--- config.mk ---
export PLATFORM = sky130hd
export DESIGN_NAME = atsm_ctrl
export DESIGN_NICKNAME = d
export VERILOG_FILES = /design/src/hw/rtl/atsm_pkg.sv /design/src/hw/rtl/atsm_ctrl.sv
export SDC_FILE = /design/constraint.sdc
export NUM_CORES = 1
export LEC_CHECK = 0
export BUFFER_PORTS_ARGS = -buffer_cell sky130_fd_sc_hd__buf_2
export CORE_AREA = 5 5 42 44
export CTS_BUF_LIST = sky130_fd_sc_hd__clkbuf_8
export CTS_CLUSTER_DIAMETER = 120
export CTS_CLUSTER_SIZE = 14
export DETAILED_ROUTE_END_ITERATION = 12
export DIE_AREA = 0 0 47 49
export GPL_TIMING_DRIVEN = 0
export PLACE_DENSITY = 0.4
export RECOVER_POWER = 100
export SYNTH_ARGS = -nofsm -noshare
export SYNTH_HDL_FRONTEND = slang
export SYNTH_SLANG_ARGS = --single-unit
--- constraint.sdc ---
create_clock -name aclk -period 0.8 [get_ports aclk]
set_input_delay 0.04 -clock aclk [delete_from_list [all_inputs] [get_ports aclk]]
set_output_delay 0.04 -clock aclk [all_outputs]
set_load 0.02 [all_outputs]
--- src/hw/rtl/atsm_pkg.sv ---
// Package for the affine texture span mapper.
// Holds request codes, controller states, command/status structs and fixed widths.
// No dependencies.
package atsm_pkg;

    localparam int TEXELS     = 4096;
    localparam int TEX_AW     = 12;
    localparam int COORD_LSB  = 20;
    localparam int CRD_BITS   = 6;
    localparam int WIDTH_W    = 7;
    localparam int OFFSET_W   = 6;
    localparam int ROW_IN_W   = 5;
    localparam int S_TDATA_W  = 168;
    localparam int M_TDATA_W  = 16;
    localparam int FIFO_DEPTH = 4;
    localparam int FIFO_AW    = 2;
    localparam int FIFO_CW    = 3;

    typedef enum logic [1:0] {
        REQ_LOAD_TEX   = 2'd0,
        REQ_LOAD_LIGHT = 2'd1,
        REQ_SPAN       = 2'd2
    } req_t;

    typedef enum logic {
        ST_IDLE = 1'b0,
        ST_SPAN = 1'b1
    } state_t;

    typedef struct packed {
        logic load_span;
        logic issue;
        logic write_tex;
        logic write_light;
    } ctrl_cmd_t;

    typedef struct packed {
        logic credit_ok;
        logic last_pixel;
        logic span_nonzero;
    } dp_status_t;

endpackage

--- src/hw/rtl/atsm_ctrl.sv ---
// Controller state machine for the span mapper: input handshake and pixel issue.
// Depends on atsm_pkg.
module atsm_ctrl import atsm_pkg::*; (
    input  logic       aclk,
    input  logic       aresetn,
    input  logic       s_tvalid,
    output logic       s_tready,
    input  logic [1:0] s_tuser,
    input  dp_status_t status,
    output ctrl_cmd_t  cmd
);

    state_t state_reg, state_next;
    req_t   req;
    logic   accept;

    assign req    = req_t'(s_tuser);
    assign accept = s_tvalid && (state_reg == ST_IDLE);

    always_comb begin
        state_next = state_reg;
        case (state_reg)
            ST_IDLE: begin
                if (accept && (req == REQ_SPAN) && status.span_nonzero) begin
                    state_next = ST_SPAN;
                end
            end
            ST_SPAN: begin
                if (status.credit_ok && status.last_pixel) begin
                    state_next = ST_IDLE;
                end
            end
            default: state_next = ST_IDLE;
        endcase
    end

    always_comb begin
        cmd      = '0;
        s_tready = 1'b0;
        case (state_reg)
            ST_IDLE: begin
                s_tready = 1'b1;
                if (accept) begin
                    case (req)
                        REQ_LOAD_TEX:   cmd.write_tex   = 1'b1;
                        REQ_LOAD_LIGHT: cmd.write_light = 1'b1;
                        REQ_SPAN:       cmd.load_span   = status.span_nonzero;
                        default:        cmd             = '0;
                    endcase
                end
            end
            ST_SPAN: begin
                cmd.issue = status.credit_ok;
            end
            default: cmd = '0;
        endcase
    end

    always_ff @(posedge aclk) begin
        if (!aresetn) begin
            state_reg <= ST_IDLE;
        end else begin
            state_reg <= state_next;
        end
    end

endmodule

After elaboration in Yosys (flattened, before gate mapping)
Cells that the tools add are included.
{"block": "word_totals", "regBits": 1, "latch_bits": 0, "mem_bits_rw": 0, "rom_bits": 0, "out_inout_bits": 5, "elab_cells": 20, "mem_count": 0}
{"block": "op_classes", "addsub": 0, "n_mul": 0, "div_mod_pow": 0, "magnitude_cmp": 0, "eq_ne": 2, "n_shift": 0, "mux": 11, "n_bitwise": 1, "reduce_logical": 5}
{"operator": "$mux W1", "n": 7}
{"operator": "$logic_and A1 B1 Y1", "n": 4}
{"operator": "$mux W4", "n": 1}
{"operator": "$pmux W1 S2", "n": 2}
{"operator": "$eq A2 B1 Y1 const B", "n": 1}
{"operator": "$eq A2 B2 Y1 const B", "n": 1}
{"operator": "$logic_not A2 Y1", "n": 1}
{"operator": "$mux W2", "n": 1}
{"operator": "$not A1 Y1", "n": 1}

Logic depth before layout (Yosys ltp)
Gate-level depths: netlist (run 1).
{"block": "logic_depth", "ltp_word": 6, "ltp_mapped": 2, "mapped_depth_nobuf": 2}

Worst setup path before layout (run 1)
Ideal clock, no wire load.
{"block": "synth_path", "kind": "reg2out", "start": "register state_reg", "end": "output port cmd[1] (netlist bit)", "arrival_time_ns": 0.916, "t_required_ns": 0.760, "path_slack_ns": -0.156, "path_stages_with_launch": 3, "path_buffers": 0, "path_cell_list": "dfxtp_1 nand2b_4 nor3_1"}
{"item": "start, declared", "line_no": "atsm_ctrl.sv:13", "text": "state_t state_reg, state_next;"}
{"item": "start signal, assigned", "line_no": "atsm_ctrl.sv:63", "text": "state_reg <= state_next;"}
{"item": "end, declared", "line_no": "atsm_ctrl.sv:10", "text": "output ctrl_cmd_t cmd"}

==> impl_metrics.py, run 1 <==
metrics = {
    "critical_path": {
        "cp_top_family": "simple AND/OR/NAND/NOR gates",
        "critPathKind": "flop to output pin",
        "worst-path-buf-inv": 1,
        "reg2reg_depth": 2,
        "worst-endpoint-required_ns": 0.76,
        "regToRegStartpoint": "state_reg",
        "slowest_delay_ns": 0.30,
        "worstSetupStartpointType": "flop",
        "crit_chain": "nand2b_4, nor3b_2, buf_4",
        "crit_fanout": 4,
        "rr_endpoint": "state_reg",
        "cpMaxStageDelayCell": "dfxtp_2",
        "cp.arrival_ns": 0.77,
        "end_kind": "output pin",
        "r2r_setup_slack_ns": 0.11,
    },
    "run": {
        "drv_cap": 0,
    },
    "min_path": {
        "min_from": "aresetn",
        "hp-class": "input port to flop",
        "whs_endpoint": "state_reg",
        "holdPathStages": 2,
    },
    "timing": {
        "slew_headroom_pct": 83.1,
        "fin_crit_ns": 0.811,
        "finClkSkew_ns": 0,
        "fmax_mhz": 1230,
        "finalSetupViolCount": 1,
        "rsz0062_at_grt": "true",
        "worst_pin_slew_ns": 0.255,
        "fin_hold_ws_ns": 0.274,
        "drv_slew": 0,
        "hold_violations": 0,
        "fin_ws_ns": -0.0114,
        "period_share_pct": 101,
    },
    "routing": {
        "drt_pass1_iterations": 2,
        "vias": 122,
        "routed_wl_um": 339,
        "ant_nets": 0,
        "detail_route.wl_per_cell_um": 8.69,
        "drcViolationCount": 0,
        "drt_iter0_drc": 3,
        "detail_route.vias_per_cell": 3.13,
    },
    "global_routing": {
        "grt_pass1_vias": 105,
        "grt_usage_pct": 2.67,
        "antenna_found_initial": 0,
        "gr-total-overflow": 0,
        "grt_max_degree": 5,
        "grt_pass1_wl_um": 476,
    },
    "synth": {
        "synth_ff_type": "dfxtp_1",
        "ys_seq_elements": 1,
        "synth_seq_area_share_pct": 20.0,
        "synth_warnings": 0,
        "syn_nets": 19,
        "netlist-cell-type-count": 11,
        "netlist.area_leader.share_pct": 20.0,
        "synth_edf_count": 0,
        "synth.area.top_cells": "dfxtp_1 20%, nand2b_4 14%, nor3b_2 13%",
        "netlist_area_um2": 100,
        "async_flop_share_pct": 0,
        "syn_area_per_cell_um2": 9.10,
        "synth_top_area_cell": "dfxtp_1",
        "syn_inst": 11,
    },
    "pwr": {
        "ir_worst_vdd_uv": 155,
        "p_leak_nw": 0.0770,
        "p_per_area_mw_per_mm2": 626,
        "totalPowerFinal_w": 0.000122,
    },
    "floorplanning": {
        "die_w_um": 47,
        "rows": 14,
        "core-area_mm2": 0.00140,
        "pin_count": 13,
        "dieArea_mm2": 0.00230,
        "start_util_pct": 7.14,
        "dieHeight_um": 49,
    },
    "cts": {
        "postCtsSetupRepairBufs": 0,
        "clock_latency_ns": 0,
        "clk_pin_slew_ns": 0,
        "cts_hold_buf": 0,
    },
    "final_layout": {
        "fillerInstances": 167,
        "largest_reg_flops": 1,
        "final_cell_area_um2": 195,
        "multiInputGateArea_um2": 85.1,
        "syn_to_final_growth_pct": 95.0,
        "drive_gt1_share_pct": 69.6,
        "nNetsFinal": 33,
        "area.sequential_um2": 21.3,
        "diodes": 0,
    },
    "placement": {
        "detailedPlace.worstSlack_ns": -0.0542,
        "portBuffers": 12,
        "postPlaceCellArea_um2": 185,
        "gp_congestion": 0.662,
    },
    "run_status": {
        "status": "complete, but fails checks",
        "violations": "setup timing",
    },
}
[placed cells by master, fill, tap and decap left out]
cell,netlist,final
nor3_2,1,2
and2_1,1,1
a21boi_2,0,1
nand4b_1,1,1
inv_1,1,1
nor3b_2,1,1
buf_2,0,7
nand2_1,1,1
clkbuf_1,0,2
buf_4,0,3
o2bb2ai_1,1,1
dfxtp_2,0,1
nand2b_4,1,1
[how the worst max path moves through the flow]
stage               cells past startpoint     end  slack (ns)       from
detailed placement                      3  cmd[3]       -0.05  state_reg
finish                                  3  cmd[0]       -0.01  state_reg
floorplan                               2  cmd[0]       -0.03  state_reg
CTS                                     3  cmd[0]       -0.02  state_reg
global placement                        3  cmd[3]       -0.06  state_reg
global route                            3  cmd[0]       -0.05  state_reg
[through the flow]
stage / cells / setup TNS, ns / util, %
2_1_floorplan: 11 / -0.0514 / -
3_5_place_dp: 39 / -0.0887 / 13.2
5_1_grt: 39 / -0.122 / 13.9
3_3_place_gp: 39 / -0.120 / 13.2
4_1_cts: 39 / -0.0191 / 13.7
6_report: 39 / -0.0114 / 13.9
[report_power, final]
part           total [W]  switching, W  internal [W]
combinational  0.0000683     0.0000362     0.0000321
clock                  0             0             0
sequential     0.0000539    0.00000118     0.0000528
[cells by family (layout without fill, tap and decap cells)]
family / count (synthesis) / in the layout / synth area share (%)
compound gates: 2 / 2 / 16.3
flops: 1 / 1 / 20.0
buf+inv: 1 / 13 / 3.75
simple gates: 7 / 7 / 60.0
[worst register-to-register path: cells and delay by family (launching register included)]
family / cells / cell delay [ns]
compound gates: 2 / 0.26
flops: 1 / 0.30
[timing repair]
action / 4_1_cts / 5_1_grt
gates resized for setup: 3 / 2
pin swaps: 1 / 0
setup endpoints to repair: 2 / 4
[cell type report]
class	instances	share of cell area, %
inverters	1	1.92
flip-flops and latches	1	10.9
repair buffers	12	33.3
well taps	16	10.3
multi-input cells	9	43.6
[layer usage]
| metal | track usage (%) | up-vias | part of all wire [%] |
|---|---|---|---|
| met5 | 0 | - | 0 |
| met4 | 0 | 0 | 0 |
| met3 | 1.11 | 0 | 27 |
| met2 | 2.49 | 13 | 16 |
| met1 | 5.24 | 45 | 56 |
| li1 | - | 64 | - |
(Power assumes the default switching activity.)
==> inputs of run 2 (changes only) <==
--- a/config.mk
+++ b/config.mk
@@ -13,8 +13,9 @@
 export DETAILED_ROUTE_END_ITERATION = 12
 export DIE_AREA = 0 0 47 49
 export GPL_TIMING_DRIVEN = 0
-export PLACE_DENSITY = 0.4
+export PLACE_DENSITY = 0.3
 export RECOVER_POWER = 100
+export SLEW_MARGIN = 40
 export SYNTH_ARGS = -nofsm -noshare
 export SYNTH_HDL_FRONTEND = slang
 export SYNTH_SLANG_ARGS = --single-unit
==> run 2 against run 1 <==
Against the previous run: the run now ends clean; register-to-register slack lost 0.09 ns; cell count is 5.1% higher; combinational power rose by 18%; fmax increased by 2.1%; largest power group unchanged; sequential power down 0.9%; first-iteration DRC count down 100%; hold slack worse by 0.0057 ns; critical path type unchanged; critical path depth unchanged.
==> impl_metrics.py, run 2 (synthesized netlist as in run 1, its figures left out) <==
metrics = {
    "run_status": {
        "status": "finished clean",
    },
    "final_layout": {
        "fillerInstances": 166,
        "finalNonFillerCells": 41,
        "nNetsFinal": 35,
        "largest_reg_flops": 1,
        "final_cell_area_um2": 223,
        "final_cell_mix": "8 x buf_2, 4 x buf_4, 2 x nor3_2",
        "syn_to_final_growth_pct": 123,
        "diodes": 0,
        "drive_gt1_share_pct": 80.0,
        "layout_commonest_cell": "buf_2",
    },
    "pwr": {
        "ir_worst_vdd_uv": 217,
        "p_leak_nw": 0.0935,
        "p_per_area_mw_per_mm2": 601,
        "totalPowerFinal_w": 0.000134,
    },
    "global_routing": {
        "gr-total-overflow": 0,
        "antenna_found_initial": 0,
        "grt_usage_pct": 3.02,
        "grt_pass1_wl_um": 552,
        "grt_max_degree": 5,
        "grt_pass1_vias": 125,
    },
    "placement": {
        "detailedPlace.worstSlack_ns": -0.0461,
        "dp.cells": 39,
        "postPlaceCellArea_um2": 185,
        "gp_congestion": 0.792,
        "portBuffers": 12,
    },
    "critical_path": {
        "slowest_delay_ns": 0.29,
        "crit_chain": "nand2b_4, nor3b_2, buf_4",
        "cp.arrival_ns": 0.75,
        "cpMaxStageDelayCell": "dfxtp_2",
        "worstSetupStartpointType": "flop",
        "crit_fanout": 4,
        "critPathKind": "flop to output pin",
        "worst-endpoint-required_ns": 0.76,
        "end_kind": "output pin",
    },
    "min_path": {
        "hp-class": "input port to flop",
    },
    "floorplanning": {
        "start_util_pct": 7.14,
        "dieHeight_um": 49,
        "core-area_mm2": 0.00140,
        "die_w_um": 47,
        "dieArea_mm2": 0.00230,
        "pin_count": 13,
        "rows": 14,
    },
    "cts": {
        "clock_latency_ns": 0,
        "cts_hold_buf": 0,
        "clk_pin_slew_ns": 0,
    },
    "routing": {
        "detail_route.wl_per_cell_um": 9.39,
        "vias": 134,
        "drt_iter0_drc": 0,
        "ant_nets": 0,
        "detail_route.vias_per_cell": 3.27,
        "drt_pass1_iterations": 1,
        "routed_wl_um": 385,
        "drcViolationCount": 0,
    },
    "timing": {
        "fmax_mhz": 1260,
        "period_share_pct": 99.3,
        "slew_headroom_pct": 83.4,
        "setup_tns_ns": 0,
        "drv_slew": 0,
        "rsz0062_at_grt": "true",
        "hold_violations": 0,
        "finClkSkew_ns": 0,
        "fin_crit_ns": 0.795,
        "fin_ws_ns": 0.00542,
        "worst_pin_slew_ns": 0.250,
        "finalSetupViolCount": 0,
    },
    "run": {
        "drv_cap": 0,
    },
}
==> run 2: cell count changes in the layout (fill, tap and decap cells not counted) <==
cell	before	now
o2bb2ai_2	0	1
clkbuf_2	0	1
a21boi_4	0	1
buf_4	3	4
a21boi_2	1	0
buf_2	7	8
clkbuf_1	2	1
o2bb2ai_1	1	0
==> run 2: metrics by stage <==
stage	utilization, %	hold WS, ns
6_report	15.9	0.268
5_1_grt	15.9	0.292
4_1_cts	14.2	0.269
2_1_floorplan	-	0.131
3_5_place_dp	13.2	0.270
3_3_place_gp	13.2	0.264
==> run 2: final timing paths <==
kind	slack [ns]	endpoint	cells after the start	startpoint
max	0.005	cmd[0]	3	state_reg
min	0.27	state_reg	2	aresetn
max reg2reg	0.02	state_reg	3	state_reg
min reg2reg	0.64	state_reg	3	state_reg
==> run 2: critical path, delay by kind of cell, from the launching register on <==
family / cells / cell delay, ns
simple gates: 2 / 0.30
flops: 1 / 0.29
buf+inv: 1 / 0.16
==> run 2: power by group <==
| part | internal, W | switching, W |
|---|---|---|
| sequential | 0.0000527 | 0.000000664 |
| clock | 0 | 0 |
| combinational | 0.0000389 | 0.0000417 |
| total | 0.0000916 | 0.0000423 |
==> run 2: final cells by class <==
cell class	count	area, um2	share of cell area [%]
inverters	1	3.75	1.69
well taps	16	20.0	8.99
multi-input cells	9	98.8	44.4
repair buffers	14	78.8	35.4
flip-flops and latches	1	21.3	9.55
==> run 2: timing repair <==
| item | CTS | global route |
|---|---|---|
| pin swaps | 2 | 1 |
| endpoints found under the setup margin | 2 | 3 |
| buffers inserted | 1 | 1 |
| gates resized for setup | 3 | 4 |
==> run 2: per-layer routing <==
layer	global-route usage [%]	vias up	wire length [um]
li1	-	68	-
met1	4.79	54	174
met2	3.85	12	119
met3	1.48	0	91
met4	0	0	0
met5	0	-	0
==> inputs of run 3 (changes only) <==
--- a/config.mk
+++ b/config.mk
@@ -6,14 +6,14 @@
 export NUM_CORES = 1
 export LEC_CHECK = 0
 export BUFFER_PORTS_ARGS = -buffer_cell sky130_fd_sc_hd__buf_2
-export CORE_AREA = 5 5 42 44
+export CORE_AREA = 2 2 39 41
 export CTS_BUF_LIST = sky130_fd_sc_hd__clkbuf_8
 export CTS_CLUSTER_DIAMETER = 120
 export CTS_CLUSTER_SIZE = 14
 export DETAILED_ROUTE_END_ITERATION = 12
-export DIE_AREA = 0 0 47 49
+export DIE_AREA = 0 0 41 43
 export GPL_TIMING_DRIVEN = 0
-export PLACE_DENSITY = 0.3
+export PLACE_DENSITY = 0.31
 export RECOVER_POWER = 100
 export SLEW_MARGIN = 40
 export SYNTH_ARGS = -nofsm -noshare
==> run 3 against run 2 <==
Against the previous run: setup slack lost 0.016 ns; the flow now finishes with violations (setup timing); cell area shrank 6.2%; die area shrank 23%; via count shrank 4.5%; global-route usage grew 0.48 points; wire length shrank 13%; total power shrank 5.0%; critical path depth is the same; sequential power is essentially flat; critical path type unchanged; sequential share of layout area grew 0.63 points.
==> impl_metrics.py, run 3 (synthesized netlist as in run 1, its figures left out) <==
metrics = {
    "run_status": {
        "status": "complete, but fails checks",
        "violations": "setup timing",
    },
    "timing": {
        "drv_slew": 0,
        "period_share_pct": 101,
        "hold_violations": 0,
        "finalSetupViolCount": 2,
        "slew_headroom_pct": 83.7,
        "fin_ws_ns": -0.0101,
        "worst_pin_slew_ns": 0.245,
        "fin_crit_ns": 0.810,
        "finClkSkew_ns": 0,
        "rsz0062_at_grt": "true",
        "fmax_mhz": 1230,
    },
    "pwr": {
        "p_per_area_mw_per_mm2": 609,
        "totalPowerFinal_w": 0.000127,
        "p_leak_nw": 0.0872,
        "ir_worst_vdd_uv": 238,
    },
    "critical_path": {
        "end_kind": "output pin",
        "r2r_setup_slack_ns": 0.02,
        "worstSetupStartpointType": "flop",
        "critPathKind": "flop to output pin",
        "reg2reg_depth": 3,
        "worst-endpoint-required_ns": 0.76,
        "setup.worst_path.start": "state_reg",
        "cp.arrival_ns": 0.77,
        "crit_end": "cmd[0]",
        "cpMaxStageDelayCell": "dfxtp_2",
        "crit_fanout": 4,
        "slowest_delay_ns": 0.29,
        "regToRegStartpoint": "state_reg",
        "rr_endpoint": "state_reg",
        "crit_chain": "nand2b_4, nor3b_2, buf_4",
    },
    "placement": {
        "postPlaceCellArea_um2": 185,
        "gp_congestion": 0.562,
        "portBuffers": 12,
    },
    "floorplanning": {
        "die_w_um": 41,
        "rows": 14,
        "pin_count": 13,
        "dieHeight_um": 43,
        "core-area_mm2": 0.00138,
        "dieArea_mm2": 0.00176,
        "start_util_pct": 7.23,
    },
    "cts": {
        "clock_latency_ns": 0,
        "cts_hold_buf": 0,
        "clk_pin_slew_ns": 0,
    },
    "routing": {
        "drt_pass1_iterations": 1,
        "drcViolationCount": 0,
        "detail_route.vias_per_cell": 3.20,
        "detail_route.wl_per_cell_um": 8.40,
        "ant_nets": 0,
        "drt_iter0_drc": 0,
        "routed_wl_um": 336,
        "vias": 128,
    },
    "final_layout": {
        "final_cell_mix": "8 x buf_2, 3 x buf_4, 2 x nor3_2",
        "final_cell_area_um2": 209,
        "layout_commonest_cell": "buf_2",
        "syn_to_final_growth_pct": 109,
        "diodes": 0,
        "final_util_pct": 15.1,
        "largest_reg_flops": 1,
        "nNetsFinal": 34,
        "drive_gt1_share_pct": 75.0,
    },
    "run": {
        "drv_cap": 0,
    },
    "global_routing": {
        "grt_usage_pct": 3.50,
        "grt_max_degree": 5,
        "grt_pass1_vias": 102,
        "gr-total-overflow": 0,
        "antenna_found_initial": 0,
        "grt_pass1_wl_um": 441,
    },
    "min_path": {
        "hp-class": "input port to flop",
    },
}
## run 3: cell types whose count changed in the layout (fill, tap and decap cells not counted), sizes merged
| cell | previous run | this run |
|---|---|---|
| buf | 12 | 11 |
## run 3: power breakdown
group	internal, W	switching (W)	total (W)
Combinational	0.0000342	0.0000397	0.0000738
Clock	0	0	0
Sequential	0.0000527	0.000000649	0.0000534
Total	0.0000869	0.0000403	0.000127
## run 3: area by class of cell
type | count | area, um2
fill | 160 | 1170
multi-input combinational | 9 | 92.6
timing repair buffer | 13 | 71.3
sequential | 1 | 21.3
tap | 16 | 20.0
inverter | 1 | 3.75
## run 3: critical path, delay by kind of cell, from the launching register on
| kind | cells | cell delay (ns) |
|---|---|---|
| flip-flops | 1 | 0.29 |
| buffers and inverters | 1 | 0.16 |
| AND/OR/NAND/NOR | 2 | 0.31 |
## run 3: per-stage QoR
step / cells / setup slack [ns] / hold slack, ns / setup TNS (ns)
after CTS: 40 / -0.0365 / 0.263 / -0.0502
after detailed placement: 39 / -0.0564 / 0.263 / -0.107
final: 40 / -0.0101 / 0.265 / -0.0140
after global routing: 40 / -0.0487 / 0.284 / -0.0967
after global placement: 39 / -0.0405 / 0.263 / -0.0732
after floorplan: 11 / -0.0278 / 0.131 / -0.0514
## run 3: timing repair
action | in CTS | in global routing
buffers inserted | 1 | 0
gates resized for setup | 3 | 2
pin swaps | 1 | 1
endpoints found under the setup margin | 2 | 3
## run 3: worst min path at each step
stage | from | endpoint | slack (ns) | cells after the start
2_1_floorplan | s_tuser[1] | cmd[1] | 0.13 | 1
6_report | aresetn | state_reg | 0.26 | 2
5_1_grt | aresetn | state_reg | 0.28 | 2
3_5_place_dp | aresetn | state_reg | 0.26 | 2
3_3_place_gp | aresetn | state_reg | 0.26 | 2
4_1_cts | aresetn | state_reg | 0.26 | 2
## run 3: metal layers
| metal | GRT usage (%) | part of all wire, % | vias up |
|---|---|---|---|
| met5 | 0 | 0 | - |
| met4 | 0 | 0 | 0 |
| met3 | 1.57 | 26 | 0 |
| met2 | 3.75 | 25 | 13 |
| met1 | 6.35 | 49 | 49 |
| li1 | - | - | 66 |
